[src/rtl/mrts_ram.sv]
// Generic simple dual-port RAM: one write port, one read port, registered read.
// No dependencies.
`timescale 1ns / 1ps

module mrts_ram #(
    parameter int W = 16,
    parameter int D = 256
) (
    input  logic                          i_clk,
    input  logic                          i_we,
    input  logic [((D > 1) ? $clog2(D) : 1)-1:0] i_waddr,
    input  logic [W-1:0]                  i_wdata,
    input  logic [((D > 1) ? $clog2(D) : 1)-1:0] i_raddr,
    output logic [W-1:0]                  o_rdata
);

    logic [W-1:0] r_mem [D];
    logic [W-1:0] r_rdata;

    always_ff @(posedge i_clk) begin
        if (i_we) begin
            r_mem[i_waddr] <= i_wdata;
        end
        r_rdata <= r_mem[i_raddr];
    end

    assign o_rdata = r_rdata;

endmodule

[config.mk]
export PLATFORM = sky130hd
export DESIGN_NAME = mrts_ram
export DESIGN_NICKNAME = d
export VERILOG_FILES = /design/src/rtl/mrts_ram.sv
export SDC_FILE = /design/constraint.sdc
export NUM_CORES = 2
export LEC_CHECK = 0
export ABC_CLOCK_PERIOD_IN_PS = 6700
export BUFFER_PORTS_ARGS = -buffer_cell sky130_fd_sc_hd__buf_2
export CELL_PAD_IN_SITES_DETAIL_PLACEMENT = 0
export CELL_PAD_IN_SITES_GLOBAL_PLACEMENT = 1
export CORE_ASPECT_RATIO = 1.25
export CORE_MARGIN = 10
export CORE_UTILIZATION = 43
export CTS_CLUSTER_DIAMETER = 150
export CTS_CLUSTER_SIZE = 28
export DETAILED_ROUTE_END_ITERATION = 6
export HOLD_SLACK_MARGIN = 0.02
export PLACE_DENSITY_LB_ADDON = 0.1
export SKIP_LAST_GASP = 1
export SLEW_MARGIN = 10
export SYNTH_ARGS = -nofsm -noshare
export SYNTH_HDL_FRONTEND = slang
export SYNTH_SLANG_ARGS = --single-unit
[constraint.sdc]
create_clock -name i_clk -period 6.7 [get_ports i_clk]
set_input_delay 0.67 -clock i_clk [delete_from_list [all_inputs] [get_ports i_clk]]
set_output_delay 0.67 -clock i_clk [all_outputs]
set_load 0.02 [all_outputs]
After elaboration in Yosys (flattened, before gate mapping)
Memories as Yosys holds them, arrays and structs flattened. A register that Yosys moved wholly into a read port is not among the register bits.
Cells that the tools add are included.
- multiplexer cells: 2
- operators by type and width (kind ; number):
    1-bit 2-to-1 mux ; 2
- memories: 1
- output and inout bits: 16
- bits in writable memories: 4096
- input port bits: 34
- flip-flop bits (word level): 0
- word-level logic and storage cells: 3
- memories (memory ; words ; width ; read ports ; clocked after Yosys merged registers in ; write ports ; RTL line ; source):
    r_mem ; 256 ; 16 ; 1 ; 1 ; 1 ; 17 ; logic [W-1:0] r_mem [D];

Logic depth before layout (Yosys ltp)
- word-level depth: 2
- mapped depth: 12
- gate-level depth less buffers: 6

Least setup slack after synthesis
No wires, ideal clock.
- path kind: input-to-reg
- start point: input i_waddr[3] (netlist bit)
- end point: memory r_mem[235][0], enable pin
- path buffers: 3
- setup time: 0.388 ns
- data arrival time: 2.447 ns
- cell stages on the path: 6
- slack: 3.865 ns
- data required time: 6.312 ns
- cell sequence: clkbuf_1 nor2b_1 clkbuf_1 nand4_1 clkbuf_1 nor2_1
- RTL lines (item ; RTL line ; source):
    start: declaration ; 11 ; input logic [((D > 1) ? $clog2(D) : 1)-1:0] i_waddr,
    end: declaration ; 17 ;
No word-level cell before the write port.

==> metrics.yaml <==
cellPowerDensity_mw_per_mm2: 255
layout-drive-gt1-share: 0.221
nets: 7568
crit_fanout: 55
ios: 50
synth_ff_type: "edfxtp_1"
synth.ff_latch_count: 4112
post_drt_wl_per_cell_um: 36.2
cts.sinks: 4112
via_per_inst: 6.05
final_max_slew_viol_count: 0
dp_hpwl_um: 269000
first_pass_iters: 7
postRouteAntennaNets: 0
rsz0062_at_grt: "no"
syn_to_final_growth_pct: 7.94
ys_warn_count: 0
die_w_um: 563
grt.overflow.total: 0
synth.avg_cell_area_um2: 21.6
via_count: 75600
htree_levels: 4
fmax_ghz: 0.254
start_kind: "input port"
start_util: 0.431
crit_path_end_kind: "flip-flop"
maxCapViolCount: 0
path_class: "in2reg"
clk_latency_ns: 0.95
fin_setup_tns_ns: 0
max-slew-margin-rel: 0.159
ys_types: 52
die-area_mm2: 0.394
globalplace.congestion: 0.863
r2r_slack_ns: 3.24
seq_area_frac_synth: 0.777
synth_fp_nets: 7394
layout_common_cells: "4,096 x edfxtp_1, 797 x mux4_2, 565 x mux2i_1"
fp.dieH_um: 699
routed_wl_um: 452000
grt_pass1_vias: 76600
path_clk_slew_ns: 0.12
irDropWorstVdd_uv: 200
final_cell_area_mm2: 0.171
grt_antenna_before_repair: 37
hold_violations: 0
tightest_slew_ns: 1.25
cts_inserted_buffers: 168
status: "finished, final reports clean"
hp-class: "in2reg"
fin_crit_sh: 0.586
final_common_cell: "edfxtp_1"
postCtsSetupBuffers: 0
cp.required_ns: 7.53
io_buffers: 49
syn_inst: 7360
finClkSkew_ns: 0.0581
ys_async_sr_fraction: 0
grt_pass1_wl_um: 627000
first_iter_violations: 8127
clock-root-buffer: "clkbuf_16"
hold_buffers: 0
place_area_mm2: 0.167
cts_tree: "done"
synth_edf_count: 4096
cts_buffer_depth: 4
timing.hold.ws_ns: 0.192
grt_start_max_net_pins: 171
rows: 249
cp.arrival_ns: 4.76
grt_util_all_layers: 0.224
syn_area_mm2: 0.159
layout_min_cycle_time_ns: 3.93
utilization: 0.466
route.detailed.drc: 0
ctsResizeCount: 0
leakagePower_nw: 52.4
setup-violations-final: 0
core_area_mm2: 0.368
-- final cells by class --
type / instances / area, um^2
fill: 30400 / 197000
sequential: 4112 / 123000
multi-input combinational: 2792 / 33200
tap: 4894 / 6120
clock buffer: 220 / 4480
timing repair buffer: 456 / 3980
clock inverter: 7 / 115
antenna: 18 / 45.0
inverter: 4 / 27.5
-- cells by family (layout without fill, tap and decap cells) --
group | count (synthesis) | after routing | share of synthesized area
muxes | 1450 | 1450 | 0.155
AOI/OAI and AO/OA | 786 | 786 | 0.0354
buffers and inverters | 456 | 687 | 0.0169
and+or+nand+nor | 556 | 556 | 0.0157
DFF | 4112 | 4112 | 0.777
other | 0 | 18 | 0
-- state kept, by name, summed over array words and instances, names as in the netlist --
register	flops
r_mem	4096
o_rdata	16
-- Yosys cell counts, types with 11 or more instances --
| master | n | area share |
|---|---|---|
| a22oi_1 | 43 | 0.0020 |
| o221ai_1 | 252 | 0.014 |
| a22o_1 | 32 | 0.0018 |
| buf_1 | 27 | 0.00064 |
| buf_8 | 11 | 0.0010 |
| mux4_2 | 797 | 0.11 |
| buf_4 | 26 | 0.0012 |
| and3_1 | 11 | 0.00043 |
| o32ai_1 | 20 | 0.0011 |
| o21ai_0 | 37 | 0.0012 |
| mux2i_1 | 565 | 0.036 |
| a221oi_1 | 28 | 0.0015 |
| o31ai_1 | 16 | 0.00076 |
| clkbuf_1 | 230 | 0.0054 |
| nor3_1 | 92 | 0.0029 |
| edfxtp_1 | 4096 | 0.77 |
| nand3_1 | 35 | 0.0011 |
| mux2_2 | 88 | 0.0062 |
| nor2_1 | 304 | 0.0072 |
| nor4_1 | 17 | 0.00067 |
| buf_2 | 76 | 0.0024 |
| nand2_1 | 38 | 0.00090 |
| a21oi_1 | 175 | 0.0055 |
| dfxtp_1 | 16 | 0.0020 |
| nand4_1 | 26 | 0.0010 |
| a211oi_1 | 18 | 0.00085 |
| buf_6 | 77 | 0.0055 |
| o22ai_1 | 148 | 0.0058 |
-- worst max-delay path, cell delays in order --
cell	delay, ns
buf_12	0.46
buf_12	0.36
buf_4	0.64
mux2i_1	0.18
o221ai_1	0.24
o22ai_1	0.14
a21oi_1	0.73
nand4_1	0.73
nor4_1	0.46
-- routing by layer --
metal / wire, um / part of all wire / up-vias / GRT usage
met5: 75 / 0.00017 / - / 0
met4: 17600 / 0.039 / 12 / 0.0731
met3: 25800 / 0.057 / 511 / 0.0304
met2: 225000 / 0.50 / 2205 / 0.377
met1: 184000 / 0.41 / 41600 / 0.305
li1: - / - / 31300 / -
-- power breakdown --
group          internal, mW  total (mW)  switching, mW
Combinational         0.874        2.68           1.81
Clock                  4.82        12.5           7.73
Sequential             28.3        28.4         0.0610
Total                  34.0        43.6           9.60
-- path summary, 6_finish.rpt --
check	to	cells after the start	startpoint
setup / recovery	o_rdata[5]$_DFF_P_	9	i_raddr[0]
hold / removal	r_mem[145][6]$_DFFE_PP_	1	i_wdata[6]
setup reg to reg	o_rdata[8]$_DFF_P_	6	r_mem[139][8]$_DFFE_PP_
hold reg to reg	o_rdata[15]$_DFF_P_	6	r_mem[122][15]$_DFFE_PP_
-- through the flow --
step / setup slack (ns) / power (mW) / cells
3_5_place_dp: 1.72 / 31.7 / 12300
4_1_cts: 2.75 / 44.0 / 12500
5_1_grt: 2.65 / 44.9 / 12500
3_3_place_gp: 1.40 / 31.7 / 12300
2_1_floorplan: 3.87 / 30.3 / 7360
6_report: 2.77 / 43.6 / 12500
Note: power is estimated with default switching activity, not from simulation.
