### src/rtl/mrts_pkg.sv
// Shared types, codes and constants for the MLP router top-k select block.
// The GELU lookup table is built here at elaboration time.
// No dependencies.
`timescale 1ns / 1ps

package mrts_pkg;

    localparam int VAL_W   = 16;
    localparam int ACC_W   = 48;
    localparam int LOGIT_W = 32;
    localparam int ADDR_W  = 15;
    localparam int STORE_LIMIT = 32768;

    typedef logic signed [VAL_W-1:0]   t_val;
    typedef logic signed [ACC_W-1:0]   t_acc;
    typedef logic signed [LOGIT_W-1:0] t_logit;

    // Load item targets
    localparam logic [1:0] OP_W1   = 2'd0;
    localparam logic [1:0] OP_W2   = 2'd1;
    localparam logic [1:0] OP_SKIP = 2'd2;
    localparam logic [1:0] OP_FEAT = 2'd3;

    // Configuration register indexes
    localparam logic [1:0] CFG_FEAT  = 2'd0;
    localparam logic [1:0] CFG_HID   = 2'd1;
    localparam logic [1:0] CFG_EXP   = 2'd2;
    localparam logic [1:0] CFG_TOPK  = 2'd3;

    // What a MAC pass computes; also selects the operand memories
    typedef enum logic [1:0] {
        KIND_HID  = 2'd0,   // first layer row: W1 x features
        KIND_SEC  = 2'd1,   // second layer row: W2 x hidden
        KIND_SKIP = 2'd2    // skip row: Ws x features
    } t_kind;

    typedef struct packed {
        logic  first;
        logic  last;
        t_kind kind;
    } t_mac_tag;

    localparam t_acc ACC_MAX = {1'b0, {(ACC_W-1){1'b1}}};
    localparam t_acc ACC_MIN = {1'b1, {(ACC_W-1){1'b0}}};
    localparam t_acc FOUR_Q24 = 48'sd67108864;

    typedef logic [255:0][VAL_W-1:0] t_gelu_lut;

    // GELU at bin centers over [-4,4), 1/32 per bin, Q3.12 rounded to nearest.
    // erf from its power series in Q24, evaluated once at elaboration.
    function automatic t_gelu_lut gelu_build();
        t_gelu_lut   lut;
        int          d;
        logic [63:0] m, z2, t, pos, neg, s, x2, q, half, v, r;
        logic        done;
        lut = '0;
        for (int n = 0; n < 256; n++) begin
            d    = 2 * n + 1 - 256;
            m    = 64'((d < 0) ? -d : d);
            z2   = m * m * 64'd2048;
            t    = 64'd16777216;
            pos  = 64'd16777216;
            neg  = 64'd0;
            done = 1'b0;
            for (int k = 1; k < 64; k++) begin
                if (!done) begin
                    t = ((t * z2) >> 24) / 64'(k);
                    if (t == 64'd0) begin
                        done = 1'b1;
                    end else if (k % 2 == 1) begin
                        neg = neg + t / 64'(2 * k + 1);
                    end else begin
                        pos = pos + t / 64'(2 * k + 1);
                    end
                end
            end
            s    = (pos > neg) ? pos - neg : 64'd0;
            x2   = m * m * 64'd4096;
            q    = (((x2 * s) >> 24) * 64'd6693141) >> 24;
            half = m << 17;
            v    = 64'd67108864 + q;
            v    = (d < 0) ? v - half : v + half;
            r    = ((v + 64'd2048) >> 12) - 64'd16384;
            lut[n] = r[VAL_W-1:0];
        end
        return lut;
    endfunction

    localparam t_gelu_lut GELU_LUT = gelu_build();

endpackage

### src/rtl/mrts_mac.sv
// Multiply-accumulate unit: registered product of Q3.12 operands, 48-bit saturating
// accumulator, GELU of the finished sum. Depends on mrts_pkg.
`timescale 1ns / 1ps

module mrts_mac (
    input  logic              i_clk,
    input  logic              i_rst_n,
    input  logic              i_valid,
    input  mrts_pkg::t_mac_tag i_tag,
    input  mrts_pkg::t_val    i_a,
    input  mrts_pkg::t_val    i_b,
    output logic              o_valid,
    output mrts_pkg::t_kind   o_kind,
    output mrts_pkg::t_acc    o_acc,
    output mrts_pkg::t_val    o_gelu
);

    logic                     r_p_valid;
    mrts_pkg::t_mac_tag       r_p_tag;
    logic signed [31:0]       r_p;
    mrts_pkg::t_acc           r_acc;
    logic                     r_o_valid;
    mrts_pkg::t_kind          r_o_kind;

    logic signed [mrts_pkg::ACC_W:0] sum;
    mrts_pkg::t_acc           base;
    mrts_pkg::t_acc           n_acc;
    mrts_pkg::t_acc           shifted;
    mrts_pkg::t_acc           rounded;

    // product stage
    always_ff @(posedge i_clk) begin
        if (!i_rst_n) begin
            r_p_valid <= 1'b0;
        end else begin
            r_p_valid <= i_valid;
        end
        r_p_tag <= i_tag;
        r_p     <= i_a * i_b;
    end

    // saturating accumulate, restarted on the first product of a row
    always_comb begin
        base = r_p_tag.first ? '0 : r_acc;
        sum  = {base[mrts_pkg::ACC_W-1], base} + (mrts_pkg::ACC_W+1)'(r_p);
        if (sum > (mrts_pkg::ACC_W+1)'(mrts_pkg::ACC_MAX)) begin
            n_acc = mrts_pkg::ACC_MAX;
        end else if (sum < $signed({1'b1, mrts_pkg::ACC_MIN})) begin
            n_acc = mrts_pkg::ACC_MIN;
        end else begin
            n_acc = sum[mrts_pkg::ACC_W-1:0];
        end
    end

    always_ff @(posedge i_clk) begin
        if (!i_rst_n) begin
            r_o_valid <= 1'b0;
        end else begin
            r_o_valid <= r_p_valid && r_p_tag.last;
        end
        if (r_p_valid) begin
            r_acc <= n_acc;
        end
        r_o_kind <= r_p_tag.kind;
    end

    // GELU: zero below -4, identity from 4 up, table in between
    always_comb begin
        shifted = r_acc + mrts_pkg::FOUR_Q24;
        rounded = (r_acc + 48'sd2048) >>> 12;
        if (r_acc < -mrts_pkg::FOUR_Q24) begin
            o_gelu = '0;
        end else if (r_acc >= mrts_pkg::FOUR_Q24) begin
            o_gelu = (rounded > 48'sd32767) ? 16'sd32767 : rounded[15:0];
        end else begin
            o_gelu = mrts_pkg::GELU_LUT[shifted[26:19]];
        end
    end

    assign o_valid = r_o_valid;
    assign o_kind  = r_o_kind;
    assign o_acc   = r_acc;

endmodule

### config.mk
export PLATFORM = sky130hd
export DESIGN_NAME = mrts_mac
export DESIGN_NICKNAME = d
export VERILOG_FILES = /design/src/rtl/mrts_pkg.sv /design/src/rtl/mrts_mac.sv
export SDC_FILE = /design/constraint.sdc
export NUM_CORES = 1
export LEC_CHECK = 0
export BUFFER_PORTS_ARGS = -buffer_cell sky130_fd_sc_hd__buf_2
export CAP_MARGIN = 40
export CORE_AREA = 5 5 174 218
export DETAILED_ROUTE_END_ITERATION = 16
export DIE_AREA = 0 0 179 223
export HOLD_SLACK_MARGIN = 0.12
export PLACE_DENSITY = 0.7
export SYNTH_ARGS = -nofsm -noshare
export SYNTH_HDL_FRONTEND = slang
export SYNTH_SLANG_ARGS = --single-unit
### constraint.sdc
create_clock -name i_clk -period 9.67 [get_ports i_clk]
set_clock_uncertainty 0.05 [all_clocks]
set_input_delay 0.4835 -clock i_clk [delete_from_list [all_inputs] [get_ports i_clk]]
set_output_delay 0.4835 -clock i_clk [all_outputs]
set_load 0.005 [all_outputs]
======== After elaboration in Yosys (flattened, before gate mapping) ========
Memory sizes are Yosys's and may differ from the RTL's.
Index checks and enable logic that the tools add are counted.
Widths: inputs -> output; s select.
operators by class
  $mul .................................... 1
  add/subtract/negate cells ............... 3
  order comparisons ....................... 6
  mux-type cells .......................... 7
  reduce and logical (&&, ||, !) cells .... 1
operator list
  kind                    count
  $mux 48                 2
  $mux 16                 5
  $add 48x32->49          1
  $gt 49x48->1 const B    1
  $lt 49x48->1 const B    1
  $add 48x13->48 const B  1
  $ge 48x28->1 const B    1
  $lt 48x27->1 const B    1
  $gt 36x16->1 const B    1
  $mul 16x16->32          1
  $add 27x27->27 const B  1
  $lt 8x10->1 const B     1
  $logic_and 1x1->1       1
word-level totals
  input port bits ......................... 39
  flip-flop bits (word level) ............. 88
  memories ................................ 1
  logic and storage cells ................. 27
  output and inout port bits .............. 67
  bits in read-only memories .............. 4096
memories
  memory           depth  width  rd ports  clocked after Yosys merged registers in  wr ports  RTL line        RTL
  (no name shown)  256    16     1         0                                        0         mrts_mac.sv:76  o_gelu = mrts_pkg::GELU_LUT[shifted[26:19]];

======== Longest topological paths before layout ========
Gate-level depths: netlist (run 1).
  depth after elaboration ................. 6
  mapped depth ............................ 25
  depth with buffers taken out ............ 24

======== Least setup slack after synthesis (run 1) ========
Ideal clock, no wire load.
  kind .................................... input to register
  start point ............................. input i_a[15]
  end point ............................... register r_p[30]
  stages on the path ...................... 23
  library setup time ...................... 127 ps
  buffers on the path ..................... 1
  arrival time ............................ 6088 ps
  slack ................................... 3405 ps
  required time ........................... 9493 ps
  path through ............................ clkbuf_1 and2_1 fa_1 inv_1 fa_1 inv_1 fa_1 fa_1 fa_1 inv_1 fa_1 inv_1 ha_1 a21o_1 a21o_1 a21o_1 a21o_1 a21oi_1 a2bb2oi_1 a21oi_1 a21oi_1 o21ai_0 xor2_1
between the ends
  cells in the longest elaborated chain, start to end .. 1
RTL lines
  what                    RTL line        RTL
  start: declaration      mrts_mac.sv:10  input mrts_pkg::t_val i_a,
  $mul 16x16->32          mrts_mac.sv:39  r_p <= i_a * i_b;
  end signal: assignment  mrts_mac.sv:39
  end: declaration        mrts_mac.sv:20  logic signed [31:0] r_p;
Every way passes these cells.
A chain may end at the register's enable or synchronous reset.

======== Worst setup path after layout (run 1) ========
Same ends and word-level chain as after synthesis.

==> results of run 1 <==
==> per-stage QoR <==
step | worst slack, ns | cell area [sq um]
finish | 3.30 | 20300
global route | 2.97 | 20300
CTS | 3.35 | 20300
detailed placement | 2.94 | 20000
global placement | 3.04 | 20000
floorplan | 3.41 | 19300
==> per-layer routing <==
layer / up-vias / global-route usage, % / routed length (microns)
met3: 171 / 2.07 / 3020
met2: 707 / 46.9 / 26700
met1: 8082 / 35.6 / 22400
met5: - / 0 / 0
li1: 7787 / - / -
met4: 0 / 12.2 / 2640
==> final cells by class <==
type | count | area, sq um | share of cell area (%)
multi-input cells | 1778 | 15200 | 74.8
flip-flops and latches | 88 | 2240 | 11.0
inverters | 346 | 1300 | 6.39
repair buffers | 120 | 662 | 3.26
well taps | 480 | 601 | 2.96
clock buffers | 9 | 225 | 1.11
clock inverters | 7 | 86.3 | 0.425
==> worst reg2reg max path, stage by stage, from the launching register on <==
cell and delay, ns:
edfxtp_1 0.33, buf_4 0.42, inv_1 0.30, nor2_1 0.21, ha_1 0.34, nand2_1 0.14
o21bai_1 0.13, a221oi_1 0.31, o21ai_1 0.13, a221o_1 0.33, a2111oi_0 0.44, o31ai_1 0.18
xor2_2 0.67, nand2_4 0.48, a21oi_1 0.32
==> flip-flops by register name, indices dropped and copies added, names as in the netlist <==
name,count
o_kind,2
r_p_tag,4
o_valid,1
r_p_valid,1
o_acc,48
r_p,32
==> kinds of logic after synthesis <==
| group | count (synthesis) | synth area share [%] |
|---|---|---|
| compound gates | 531 | 17.9 |
| fa+ha+maj | 420 | 37.4 |
| flops | 88 | 11.6 |
| mux | 8 | 0.616 |
| buf+inv | 467 | 9.57 |
| simple gates | 723 | 18.4 |
| xor+xnor | 96 | 4.40 |
==> layout by cell type, fill, tap and decap left out, types with 17 or more instances in the layout <==
cell type,n
buf_2,105
nand3_1,32
a21oi_1,173
nand2_1,242
dfxtp_1,38
xnor2_1,68
nor2b_1,48
edfxtp_1,48
o21ai_0,95
nor3_1,32
and2_1,135
nand4_1,21
ha_1,154
a21o_1,55
inv_1,344
a211oi_1,21
xor2_1,27
fa_1,263
a31oi_1,21
nor2_1,135
o211ai_1,17
==> final timing paths <==
path | startpoint | endpoint | slack, ns | depth (start not counted)
max | i_a[15] | r_p[30]$_DFF_P_ | 3.30 | 24
min | i_tag[1] | r_p_tag[1]$_DFF_P_ | 0.17 | 1
max reg2reg | o_acc[25]$_SDFFCE_PN1P_ | o_acc[10]$_SDFFCE_PN1P_ | 4.73 | 14
min reg2reg | r_p_tag[1]$_DFF_P_ | o_kind[1]$_DFF_P_ | 0.28 | 0
==> summary.md, run 1 <==
| Metric | Value |
|---|---|
| Area growth, synth to finish | `5.34%` |
| Synth Cell Area | `19300 sq um` |
| Endpoints failing hold | `0` |
| Via count | `16700` |
| Clk buf depth | `2` |
| Total track usage | `27.5%` |
| Slew at the pin with the worst max-slew slack | `0.931 ns` |
| Crit end category | `flip-flop` |
| Max Clock Freq | `157 MHz` |
| Initial Util | `53.9%` |
| Syn Inst Count | `2333` |
| Worst EP arrival | `6.56 ns` |
| Post-cts repair resize count | `0` |
| Most common cell on crit path | `fa_1` |
| Detail Route Antenna Nets | `0` |
| Drt pass-1 iters | `6` |
| Status | `finished, final reports clean` |
| Vias in the first global route | `16900` |
| Worst-path cell chain | `buf_2, nand2_1, inv_1, fa_1, inv_1, fa_1, inv_1, fa_1, fa_1, fa_1, inv_1, fa_1, inv_1, ha_1, a21o_1, a21o_1, a21o_1, a21o_1, a21oi_1, a2bb2oi_1, a21oi_1, a21oi_1, o21ai_0, xor2_1` |
| I/O Buffers | `105` |
| DR vias/cell | `5.92` |
| Clock latency on the worst-skew pair | `0.36 ns` |
| Async SR Flop Fraction | `0%` |
| Post-Layout Cell Count | `2828` |
| Post-DP HPWL | `43300 microns` |
| Final wirelength | `54800 microns` |
| Final core occ | `56.7%` |
| Gpl congestion | `0.997` |
| Chip width | `179 microns` |
| CP max FO | `16` |
| Avg WL per Cell | `19.4 microns` |
| RSZ-0062 raised after global routing | `false` |
| Yosys warns | `0` |
| Largest net degree at the start of global routing | `92` |
| Nets | `2799` |
| Register bit total from synthesis | `88` |
| CTS clk-pin slew, worst paths | `0.07 ns` |
| DRC errors left | `0` |
| Max Slew Vio Count | `0` |
| Most frequent cell after synthesis | `inv_1` |
| Total gr overflow | `0` |
| Setup Buffers After CTS | `0` |
| Clk sinks | `88` |
| Final setup violation count | `0` |
| Synth cell types | `94` |
| Synth top cells by count | `inv_1 (344), fa_1 (263), nand2_1 (242), a21oi_1 (173), ha_1 (154)` |
| Main flop type after synthesis | `edfxtp_1` |
| TritonCTS clock tree | `yes` |
| Die height | `223 microns` |
| Mapped Nets | `2789` |
| Post-synth top area share | `27.3%` |
| Sequential share of the synthesized area | `11.6%` |
| WHS | `0.168 ns` |
| Worst relative slew slack | `37.9%` |
| Crit path buf inv count | `6` |
| Antenna violations before repair | `0` |
| Wire length of the first global-routing pass | `88500 microns` |
| Top delay family on crit path | `adder cells` |
| CTS root buf | `clkbuf_16` |
| Worst hold path class | `in2reg` |
| Startpoint Class | `input port` |
| H-tree depth | `3` |
| Proportion of layout cells with a drive suffix above 1 | `7.62%` |
| Core region area | `35800 sq um` |
| Post-CTS Hold Fix Bufs | `0` |
| Fin Setup TNS | `0 ns` |
| Cells after DPL | `2812` |
| Cell taking the most area after synthesis | `fa_1` |
| Die area | `39900 sq um` |
| CP Data Required Time | `9.86 ns` |
| Initial drt markers | `1443` |
| # IOs | `106` |
| Tmin final | `6.37 ns` |
| MaxCap Viol Count | `0` |
| Worst path slowest cell | `fa_1` |
| Rows | `78` |
| Tcrit/Tclk final | `65.8%` |
| N_diodes | `0` |
| Dominant cells by area after synthesis | `fa_1 (27%), ha_1 (10%), edfxtp_1 (7.5%)` |
| Cts bufs inserted | `9` |
| Critical path class | `in2reg` |
| EDFF count, synth | `48` |
| Syn avg cell area | `8.27 sq um` |
| Fill cell count | `3318` |
| Critical Path Max Stage Delay | `0.56 ns` |
Power of run 1 is left out: the tool's default activity adds up to more than one toggle a clock period on the data nets, which glitch-free logic cannot reach.
==> run 2, diff against run 1 <==
Settings changed: ABC_AREA set to 1, CORE_AREA 5 5 174 218 to 5 5 179 224, DIE_AREA 0 0 179 223 to 0 0 184 229.
Clock period 9.67 ns to 6.32 ns, I/O delays scaled along.
==> run 2 against run 1 <==
Sequential share of layout area is 0.69 points lower. Utilization increased by 0.53 points. Cell count is 25% higher. Flip-flop and latch count is the same. Design area increased by 6.6%. Global-route usage up 4.8 points. First-iteration DRC count rose by 18%.
==> summary.md, run 2 <==
| Metric | Value |
|---|---|
| Async SR Flop Fraction | `0% (unchanged)` |
| Die height | `229 microns (+2.7%)` |
| Core region area | `37800 sq um (+5.6%)` |
| TritonCTS clock tree | `yes` |
| Wire length of the first global-routing pass | `108000 microns (+22%)` |
| I/O Buffers | `105 (unchanged)` |
| Most frequent cells in the layout | `nand2_1 (795), inv_1 (637), nor2_1 (267)` |
| Clk buf depth | `2 (unchanged)` |
| Largest net degree at the start of global routing | `50 (-46%)` |
| Total track usage | `32.3% (+4.8 points)` |
| Critical Path Max Stage Delay | `0.55 ns (about the same)` |
| Post-synth top area share | `25.8% (-1.5 points)` |
| # IOs | `106 (unchanged)` |
| Initial drt markers | `1699 (+18%)` |
| Worst EP arrival | `5.94 ns (-0.62 ns)` |
| Post-cts repair resize count | `0 (unchanged)` |
| Avg WL per Cell | `19.2 microns (-0.76%)` |
| Gpl congestion | `1.01 (+1.6%)` |
| Rows | `80 (+2.6%)` |
| Most common cell after layout, fill and taps aside | `nand2_1` |
| RSZ-0062 raised after global routing | `false` |
| Synth top cells by count | `nand2_1 (795), inv_1 (637), nor2_1 (267), fa_1 (263), a21oi_1 (161)` |
| Syn Inst Count | `2994 (+28%)` |
| Main flop type after synthesis | `edfxtp_1` |
| Setup Buffers After CTS | `0 (unchanged)` |
| Synth Cell Area | `20400 sq um (+5.9%)` |
| Worst-path cell chain | `buf_2, inv_1, nor2_1, fa_1, fa_1, fa_1, fa_1, fa_1, inv_1, fa_1, inv_1, ha_1, nand2_1, nor2_1, inv_1, nor3_1, nand2_1, o211ai_1, a21oi_1, xnor2_1` |
| Slew at the pin with the worst max-slew slack | `0.838 ns (-0.0925 ns)` |
| Syn avg cell area | `6.82 sq um (-17%)` |
| MaxCap Viol Count | `0 (unchanged)` |
| Vias in the first global route | `20500 (+21%)` |
| Cell taking the most area after synthesis | `fa_1` |
| Antenna violations before repair | `0 (unchanged)` |
| Max Slew Vio Count | `0 (unchanged)` |
| Fill cell count | `3795 (+14%)` |
| DR vias/cell | `5.62 (-5.1%)` |
| CP max FO | `17 (+1)` |
| Max reg flops | `48 (unchanged)` |
| Register bit total from synthesis | `88 (unchanged)` |
| Yosys warns | `0 (unchanged)` |
| Proportion of layout cells with a drive suffix above 1 | `5.99% (-1.6 points)` |
| Dominant cells by area after synthesis | `fa_1 (26%), nand2_1 (15%), inv_1 (12%)` |
| Clock latency on the worst-skew pair | `0.36 ns (about the same)` |
| Status | `finished, final reports clean` |
| CTS root buf | `clkbuf_16` |
| Tcrit/Tclk final | `90.9%` |
| Tmin final | `5.74 ns` |
| EDFF count, synth | `48 (unchanged)` |
| Via count | `19800 (+18%)` |
| CTS clk-pin slew, worst paths | `0.07 ns (about the same)` |
| Clk sinks | `88 (unchanged)` |
| R2R Setup Slk | `1.95 ns (-2.78 ns)` |
| Endpoints failing hold | `0 (unchanged)` |
| Max Clock Freq | `174 MHz` |
| Sequential share of the synthesized area | `11.0% (-0.65 points)` |
| Worst relative slew slack | `43.5% (+5.6 points)` |
| Most common cell on crit path | `fa_1` |
| Drt pass-1 iters | `6 (unchanged)` |
| Crit path buf inv count | `5 (-1)` |
| Area of the multi-input gates | `15300 sq um (+0.49%)` |
| Final wirelength | `67900 microns (+24%)` |
| Chip width | `184 microns (+2.8%)` |
| Top delay family on crit path | `adder cells` |
| Nets | `3491 (+25%)` |
| Crit end category | `flip-flop` |
| Die area | `42100 sq um (+5.6%)` |
| Initial Util | `54.0% (+0.13 points)` |
| Post-CTS Hold Fix Bufs | `5 (+5)` |
| Fin Setup TNS | `0 ns (unchanged)` |
| N_diodes | `0 (unchanged)` |
| Synth cell types | `50 (-47%)` |
| Detail Route Antenna Nets | `0 (unchanged)` |
| Final setup violation count | `0 (unchanged)` |
| Register Area | `2240 sq um (about the same)` |
| Critical path class | `in2reg` |
| Post-DP HPWL | `56500 microns (+31%)` |
| Area growth, synth to finish | `6.08%` |
| DRC errors left | `0 (unchanged)` |
| H-tree depth | `3 (unchanged)` |
| Mapped Nets | `3450 (+24%)` |
| CP Data Required Time | `6.52 ns (-3.34 ns)` |
| Total gr overflow | `0 (unchanged)` |
| Worst path slowest cell | `fa_1` |
| Cts bufs inserted | `9 (unchanged)` |
| Pre-CTS setup slack | `0.210 ns (-2.73 ns)` |
| Most frequent cell after synthesis | `nand2_1` |
| Final Worst Setup Slack | `0.578 ns (-2.73 ns)` |
| Worst hold path class | `in2reg` |
| Startpoint Class | `input port` |
run 2: cells by family after synthesis:
logic type / share of synthesized area (%)
fa+ha+maj: 35.2
simple gates: 25.0
flops: 11.0
buf+inv: 14.2
xor+xnor: 3.60
compound gates: 11.0
run 2: worst paths after layout:
check | startpoint | end | cells past startpoint
min reg2reg | r_p_tag[0]$_DFF_P_ | o_kind[0]$_DFF_P_ | 0
max | i_b[15] | r_p[26]$_DFF_P_ | 20
min | i_rst_n | r_p_valid$_SDFF_PN0_ | 3
max reg2reg | o_acc[26]$_SDFFCE_PN1P_ | o_acc[11]$_SDFFCE_PN1P_ | 15
run 2: worst reg2reg max path, stage by stage, from the launching register on:
cell	delay, ns
edfxtp_1	0.86
clkinv_1	0.73
nor2_1	0.35
ha_1	0.33
a21oi_1	0.19
o21ai_0	0.17
a21oi_1	0.22
o21ai_1	0.12
nand2_1	0.14
nand3_1	0.09
nand2_1	0.08
nand2_1	0.05
nand2_1	0.11
buf_4	0.44
nand2_1	0.16
nand2_1	0.13
run 2: cell type report:
type,instances,share of cell area (%)
clock buffers,10,1.06
clock inverters,5,0.266
inverters,643,11.1
multi-input cells,2155,70.5
flip-flops and latches,88,10.4
well taps,492,2.84
repair buffers,138,3.83
run 2: metrics by stage:
stage / cells / utilization, % / hold WS [ns] / cell area, sq um
final: 3531 / 57.3 / 0.120 / 21700
after detailed placement: 3511 / 56.4 / 0.268 / 21300
after CTS: 3531 / 57.3 / 0.123 / 21700
after global placement: 3507 / 56.2 / 0.260 / 21300
after floorplan: 2994 / - / 0.260 / 20400
after global routing: 3531 / 57.3 / 0.141 / 21700
run 2: per-layer routing:
metal / share of wire, % / track usage (%)
met5: 0 / 0
met1: 37 / 38.2
met2: 50 / 57.1
met4: 6.4 / 18.1
met3: 6.5 / 2.76
Power of run 2 is left out for the same reason.
